==> src/sv/tbtff_pkg.sv <==
package tbtff_pkg;

    // Table geometry.
    localparam int SLOTS = 1024;
    localparam int IDX_W = (SLOTS > 1) ? $clog2(SLOTS) : 1;

    typedef logic [IDX_W-1:0] idx_t;

    // Operation codes.
    localparam logic [1:0] OP_MAP  = 2'd0;
    localparam logic [1:0] OP_REQ  = 2'd1;
    localparam logic [1:0] OP_FIND = 2'd2;

    // Result status codes.
    localparam logic [1:0] ST_OK     = 2'd0;
    localparam logic [1:0] ST_BADARG = 2'd1;
    localparam logic [1:0] ST_FULL   = 2'd2;
    localparam logic [1:0] ST_NONE   = 2'd3;

    // Region kind codes.
    localparam logic [3:0] KIND_EMPTY = 4'd0;
    localparam logic [3:0] KIND_AVAIL = 4'd1;
    localparam logic [3:0] KIND_BAD   = 4'd5;
    localparam logic [3:0] KIND_MAX   = 4'd8;

    // Commands from the controller to the datapath.
    typedef struct packed {
        logic accept;
        logic start;
        logic scan;
        logic clr_wr;
        logic wr_dst;
        logic wr_src;
        logic load_out;
    } dp_cmd_t;

    // Status from the datapath to the controller.
    typedef struct packed {
        logic clr_last;
        logic scan_done;
        logic bad_arg;
        logic need_write;
        logic is_req;
    } dp_stat_t;

endpackage

==> src/sv/tbtff_ctrl.sv <==
module tbtff_ctrl (
    input  logic                aclk,
    input  logic                aresetn,
    input  logic                s_valid,
    output logic                s_ready,
    output logic                m_valid,
    input  logic                m_ready,
    output tbtff_pkg::dp_cmd_t  cmd,
    input  tbtff_pkg::dp_stat_t stat
);
    import tbtff_pkg::*;

    typedef enum logic [2:0] {
        CLEAR,
        IDLE,
        CHECK,
        SCAN,
        POST,
        WR_DST,
        WR_SRC,
        FINISH
    } state_t;

    state_t state_reg;
    logic   m_valid_reg;
    logic   out_free;

    assign out_free = !m_valid_reg || m_ready;
    assign s_ready  = (state_reg == IDLE);
    assign m_valid  = m_valid_reg;

    // Commands decoded from the current state.
    always_comb begin
        cmd          = '0;
        cmd.accept   = (state_reg == IDLE) && s_valid;
        cmd.start    = (state_reg == CHECK);
        cmd.scan     = (state_reg == SCAN);
        cmd.clr_wr   = (state_reg == CLEAR);
        cmd.wr_dst   = (state_reg == WR_DST);
        cmd.wr_src   = (state_reg == WR_SRC);
        cmd.load_out = (state_reg == FINISH) && out_free;
    end

    // State and output valid.
    always_ff @(posedge aclk) begin
        if (!aresetn) begin
            state_reg   <= CLEAR;
            m_valid_reg <= 1'b0;
        end else begin
            if (cmd.load_out) begin
                m_valid_reg <= 1'b1;
            end else if (m_ready) begin
                m_valid_reg <= 1'b0;
            end
            case (state_reg)
                CLEAR: begin
                    if (stat.clr_last) begin
                        state_reg <= IDLE;
                    end
                end
                IDLE: begin
                    if (s_valid) begin
                        state_reg <= CHECK;
                    end
                end
                CHECK: begin
                    state_reg <= stat.bad_arg ? FINISH : SCAN;
                end
                SCAN: begin
                    if (stat.scan_done) begin
                        state_reg <= POST;
                    end
                end
                POST: begin
                    state_reg <= stat.need_write ? WR_DST : FINISH;
                end
                WR_DST: begin
                    state_reg <= stat.is_req ? WR_SRC : FINISH;
                end
                WR_SRC: begin
                    state_reg <= FINISH;
                end
                FINISH: begin
                    if (out_free) begin
                        state_reg <= IDLE;
                    end
                end
                default: state_reg <= IDLE;
            endcase
        end
    end

endmodule

==> config.mk <==
export PLATFORM = sky130hd
export DESIGN_NAME = tbtff_ctrl
export DESIGN_NICKNAME = d
export VERILOG_FILES = /design/src/sv/tbtff_pkg.sv /design/src/sv/tbtff_ctrl.sv
export SDC_FILE = /design/constraint.sdc
export NUM_CORES = 1
export LEC_CHECK = 0
export ABC_AREA = 0
export BUFFER_PORTS_ARGS = -buffer_cell sky130_fd_sc_hd__buf_2
export CAP_MARGIN = 0
export CORE_AREA = 2 2 39 41
export CTS_BUF_LIST = sky130_fd_sc_hd__clkbuf_4 sky130_fd_sc_hd__clkbuf_8
export DETAILED_ROUTE_END_ITERATION = 8
export DIE_AREA = 0 0 41 43
export GPL_TIMING_DRIVEN = 1
export HOLD_SLACK_MARGIN = 0.15
export SYNTH_ARGS = -nofsm -noshare
export SYNTH_HDL_FRONTEND = slang
export SYNTH_SLANG_ARGS = --single-unit
==> constraint.sdc <==
create_clock -name aclk -period 1.9 [get_ports aclk]
set_input_delay 0.19 -clock aclk [delete_from_list [all_inputs] [get_ports aclk]]
set_output_delay 0.19 -clock aclk [all_outputs]
set_load 0.1 [all_outputs]
==> impl_results.md, run 1 <==
* Final WS setup at 0.185 ns
* Tcrit/Tclk final at between 90 and 100%
* Final net count at 68
* Die footprint at 0.00176 mm^2
* Die height at 43 um
* Slew margin rel. at 67.9%
* Status: finished, final reports clean
* Part of the power in registers at 27.7%
* Die Width at approximately 41 um
* Largest cells by area after synthesis: dfxtp_1, mux2i_1, and3b_1
* WL met3 at between 90 and 100 um
* Post-Syn Nets at 49
* CTS tree: done
* Seq cells post-synth at 4
* Switching part of the total at 53.8%
* Internal at 0.225 mW
* Synth-to-Final Area Change at 45.1%
* Final ANT Viol Nets at 0
* Post-synth top area cell: dfxtp_1
* Least-Margin Pin Slew at 0.485 ns
* Root Buffer Master: clkbuf_4
* RSZ-0062 raised after global routing: no
* Later-pin clock latency in the skew report at 0.23 ns
* Grt ovf at 0
* First-pass GRT wire length at 1150 um
* Hold path cells at 3
* Post-synth ARST share at 0%
* Final Hold Fails at 0
* Synthesized area per cell at 7.63 um^2
* Clk pwr share at 21.6%
* Path depth of the worst reg2reg path at 3
* Net Sw Power at approximately 0.26 mW
* Hold Crit Class: in -> reg
* DR vias/cell at ~4.6
* Max IR drop VDD at about 0.33 mV
* Max-slew violations at 0
* Core ar. at about 0.0014 mm^2
* Starting DRT DRC Count at 4
* GRT Util Overall at 9.66%
* Vias in the first global route at 271
* CTS Buf Count at 3
* Post-Synthesis Cell Area at 305 um^2
* H-tree depth at 1
* Largest net degree at the start of global routing at 16
* Boundary pin count at 18
* Setup TNS at 0 ns
* Wirelength per Cell at roughly 10 um
* Crit. End Element: output pin
* Rows at 14
* Min Tclk post-route at 1.71 ns
* Max reg flops at 3
* DRC at 0
* Number of synthesized flops with an enable pin at 0
* Top Metal Used: met3
* Pre-antenna DRT Iters at 4
* Fin area at 443 um^2
* Final hold slack at 0.241 ns
* Max Freq at roughly 580 MHz
* Power Density at 1100 mW/mm^2
* Comb pwr share at slightly above 50%
* Routed metal-1 wirelength at 370 um
* Synth warn at 0
* Type of origin of the critical path: register
* Layout cells sized above 1 at 49.1%
* Worst Path Required at between 1.5 and 2 ns
* Synth cell types at 26
* Final HPWL DP at 540 um
* Worst-path fanout max at 13
* Yosys top cell area share at 26.2%
* Top FF cell, synth: dfxtp_1
* Critical hold path startpoint: aresetn
* Post-Syn Instances at 40
* Routability congestion estimate from global placement at 0.631
* Clock sink count at 4
* Placed Area at just over 400 um^2
* Worst setup startpoint: state_reg[1]$_SDFFE_PN0P_
* Post-CTS setup buffer count at 0
* Met2 wire length at 292 um
* Initial antenna violation count at 0
* Initial Utilization at 22.1%
* WS Path Type: reg -> out
* Critical path data arrival time at 1.52 ns
* Maximum capacitance violations at 0
* P_leak at 0.209 nW
* Clock Skew at between 0.007 and 0.008 ns
* Setup WS pre-CTS at 0.345 ns
* Sequential fraction of the synthesis area at 26.2%
* Reg-to-Reg Start: state_reg[1]$_SDFFE_PN0P_
* Via count at around 340
* Setup violators final at 0
* Clk slew on worst S/H paths at roughly 0.030 ns
* Final wirelength at 755 um
* Number of buffers added on ports at 17
* Ant. Diodes at 0
* Clk buf depth at 2
Yosys cell counts (2+ instances only):
library cell  count
dfxtp_1           4
nor2_1            4
a31oi_1           2
and3b_1           2
buf_2             2
mux2i_1           2
nand2_1           2
nor2b_1           2
o21ai_0           2
o21ai_1           2
logic make-up (layout without fill, tap and decap cells):
family | Yosys count | count (layout) | share of synthesized area, %
muxes | 3 | 3 | 10.2
AOI/OAI and AO/OA | 10 | 10 | 20.9
DFF | 4 | 4 | 26.2
and+or+nand+nor | 19 | 19 | 35.7
buffers and inverters | 4 | 21 | 6.97
timing repair:
action | in CTS | in global routing
setup endpoints to repair | 0 | 1
hold buffers | 0 | 0
resized for setup | 0 | 3
through the flow:
step | util (%) | std cells | power [mW]
floorplan | - | 40 | 0.349
global placement | 30.0 | 70 | 0.379
detailed placement | 30.0 | 70 | 0.381
CTS | 31.6 | 73 | 0.490
global route | 32.0 | 73 | 0.514
finish | 32.0 | 73 | 0.487
routing by layer:
layer / global-route usage, % / vias to the layer above
met1: 14.6 / 145
met3: 1.57 / 0
met4: 8.00 / 0
li1: - / 176
met2: 11.3 / 18
met5: 0 / -
placed cells by master (no fill, tap or decap), types with 2 or more instances in the layout:
master / n
clkbuf_4: 4
o21ai_0: 2
o21ai_1: 2
a31oi_1: 2
dfxtp_2: 2
nand2_1: 2
buf_2: 16
dfxtp_1: 2
nor2b_1: 2
mux2i_1: 2
and3b_1: 2
nor2_2: 2
power by group through the flow:
stage / sequential, mW / combinational [mW] / clock (mW)
2_1_floorplan: 0.108 / 0.240 / 0
3_3_place_gp: 0.133 / 0.246 / 0
3_5_place_dp: 0.134 / 0.247 / 0
4_1_cts: 0.133 / 0.248 / 0.110
5_1_grt: 0.141 / 0.260 / 0.114
6_report: 0.135 / 0.246 / 0.105
final cells by class:
class	instances	area, um^2
inverters	1	3.75
well taps	16	20.0
multi-input cells	32	226
fillers	159	941
flip-flops and latches	4	82.6
clock buffers	3	22.5
repair buffers	17	87.6
worst max-delay path: stages, from the launching register on:
cell and delay (ns):
dfxtp_1 0.57, nand2_1 0.18, nor2_2 0.11, buf_2 0.43
path summary, 6_finish.rpt:
path	endpoint	slack [ns]
worst max-delay path	cmd[4]	0.19
worst min register to register	m_valid$_SDFFE_PN0P_	0.52
worst max register to register	state_reg[1]$_SDFFE_PN0P_	0.60
worst min-delay path	state_reg[1]$_SDFFE_PN0P_	0.24
(Power assumes the default switching activity.)
==> run 2: changes to the inputs <==
Clock period 1.9 ns to 2.1 ns, I/O delays scaled along.
==> impl_results.md, run 2 (same netlist as run 1, synthesis figures left out) <==
* Final core occ at 31.1% (-0.90 points)
* Rows at 14 (unchanged)
* FILL cells at 154 (-3.1%)
* Most frequent cells in the layout: buf_2, dfxtp_1, clkbuf_4
* Slowest CP cell: dfxtp_1
* Wirelength per Cell at 10.0 um (-3.2%)
* Final Hold Fails at 0 (unchanged)
* Commonest non-fill, non-tap cell in the layout: buf_2
* Slew margin rel. at 68.0% (+0.12 points)
* Switching part of the total at 54.0% (+0.26 points)
* Final HPWL DP at 560 um (+3.8%)
* Max Freq at between 500 and 600 MHz
* Die footprint at 0.00176 mm^2 (unchanged)
* Maximum capacitance violations at 0 (unchanged)
* DR vias/cell at 4.73 (+1.8%)
* Post-CTS setup buffer count at 0 (unchanged)
* Pre-antenna DRT Iters at 3 (-1)
* Power Density at 1020 mW/mm^2 (-7.1%)
* Root Buffer Master: clkbuf_4
* Starting DRT DRC Count at 4 (unchanged)
* Tot Pwr at 0.439 mW (-9.7%)
* Status: finished, final reports clean
* Initial Utilization at 22.1% (unchanged)
* Setup TNS at 0 ns (unchanged)
* GRT Util Overall at 10.1% (+0.48 points)
* Clock Skew at 0.00775 ns (+0.000398 ns)
* DRC at 0 (unchanged)
* Via count at 345 (+1.8%)
* Final hold slack at 0.232 ns (-0.00931 ns)
* Final net count at 68 (unchanged)
* Type of origin of the critical path: register
* Non-filler cells, final at 73 (unchanged)
* Hold Crit Class: in -> reg
* Layout cells sized above 1 at 43.9% (-5.3 points)
* Crit. End Element: output pin
* CTS tree: done
* Least-Margin Pin Slew at 0.479 ns (-0.00576 ns)
* Final ANT Viol Nets at 0 (unchanged)
* Max-slew violations at 0 (unchanged)
* Initial antenna violation count at 0 (unchanged)
* CP max stage delay at 0.61 ns (+0.04 ns)
* Worst-path fanout max at 14 (+1)
* Worst Path Required at 1.89 ns (+0.18 ns)
* RSZ-0062 raised after global routing: no
* Comb pwr share at 50.5% (about the same)
* CTS resizes at 0 (unchanged)
* Internal at 0.202 mW (-10%)
* Max IR drop VDD at 0.445 mV (+34%)
* First-pass GRT wire length at 1210 um (+6.0%)
* Part of the power in registers at 27.3% (-0.4 points)
* Ant. Diodes at 0 (unchanged)
* Clk slew on worst S/H paths at 0.04 ns (about the same)
* Critical path data arrival time at 1.57 ns (+0.05 ns)
* H-tree depth at 1 (unchanged)
* Vias in the first global route at 304 (+12%)
* Number of buffers added on ports at 17 (unchanged)
* Max reg flops at 3 (unchanged)
* CP cell instances: nand3_1 > nor2_2 > buf_2
* Net Sw Power at 0.237 mW (-9.3%)
* Clock sink count at 4 (unchanged)
* Die Width at 41 um (unchanged)
* Core ar. at 0.00138 mm^2 (unchanged)
* Cells after DPL at 70 (unchanged)
* Clk buf depth at 2 (unchanged)
* P_leak at 0.209 nW (about the same)
* Setup violators final at 0 (unchanged)
* Tcrit/Tclk final at 84.8%
* # hold bufs at CTS at 0 (unchanged)
* Synth-to-Final Area Change at 41.0%
* WS Path Type: reg -> out
* CTS Buf Count at 3 (unchanged)
* Routability congestion estimate from global placement at 0.787 (+25%)
* Clk pwr share at 22.2% (+0.6 points)
* Largest net degree at the start of global routing at 16 (unchanged)
* Boundary pin count at 18 (unchanged)
* Final wirelength at 731 um (-3.2%)
* Grt ovf at 0 (unchanged)
* Later-pin clock latency in the skew report at 0.24 ns (about the same)
* Die height at 43 um (unchanged)
* Min Tclk post-route at 1.78 ns
-- run 2: path summary, 6_finish.rpt --
check	startpoint	end	slack, ns	cells after the start
worst max register to register	state_reg[0]$_SDFFE_PN0P_	state_reg[1]$_SDFFE_PN0P_	0.76	3
worst max-delay path	state_reg[2]$_SDFFE_PN0P_	cmd[0]	0.32	3
worst min register to register	m_valid$_SDFFE_PN0P_	m_valid$_SDFFE_PN0P_	0.51	2
worst min-delay path	aresetn	state_reg[0]$_SDFFE_PN0P_	0.23	3
-- run 2: power groups by stage --
stage | logic, mW | registers (mW) | clock network (mW)
global placement | 0.222 | 0.120 | 0
global route | 0.234 | 0.125 | 0.110
finish | 0.222 | 0.120 | 0.0974
CTS | 0.223 | 0.120 | 0.101
detailed placement | 0.223 | 0.122 | 0
floorplan | 0.216 | 0.0981 | 0
-- run 2: final cells by class --
cell class / instances / area, um^2 / share of cell area [%]
Multi-Input combinational cell: 32 / 219 / 50.9
Timing Repair Buffer: 17 / 85.1 / 19.8
Sequential cell: 4 / 80.1 / 18.6
Clock buffer: 3 / 22.5 / 5.23
Tap cell: 16 / 20.0 / 4.65
Inverter: 1 / 3.75 / 0.872
-- run 2: stage by stage --
step / instance area [um^2] / setup WS (ns)
after floorplan: 320 / 0.000599
after global placement: 408 / 0.587
after detailed placement: 408 / 0.566
after CTS: 430 / 0.309
after global routing: 430 / 0.181
final: 430 / 0.320
-- run 2: worst max-delay path, delay by kind of cell (launching register included) --
kind | cells | cell delay (ns)
DFF | 1 | 0.61
buffers and inverters | 1 | 0.42
and+or+nand+nor | 2 | 0.30
-- run 2: layer usage --
| layer | vias to the layer above | part of all wire, % | wire length [um] | GRT usage (%) |
|---|---|---|---|---|
| met3 | 0 | 6.0 | 44 | 6.28 |
| met2 | 7 | 52 | 381 | 15.0 |
| met1 | 160 | 42 | 305 | 12.2 |
| met4 | 0 | 0 | 0 | 2.00 |
| li1 | 178 | - | - | - |
| met5 | - | 0 | 0 | 0 |
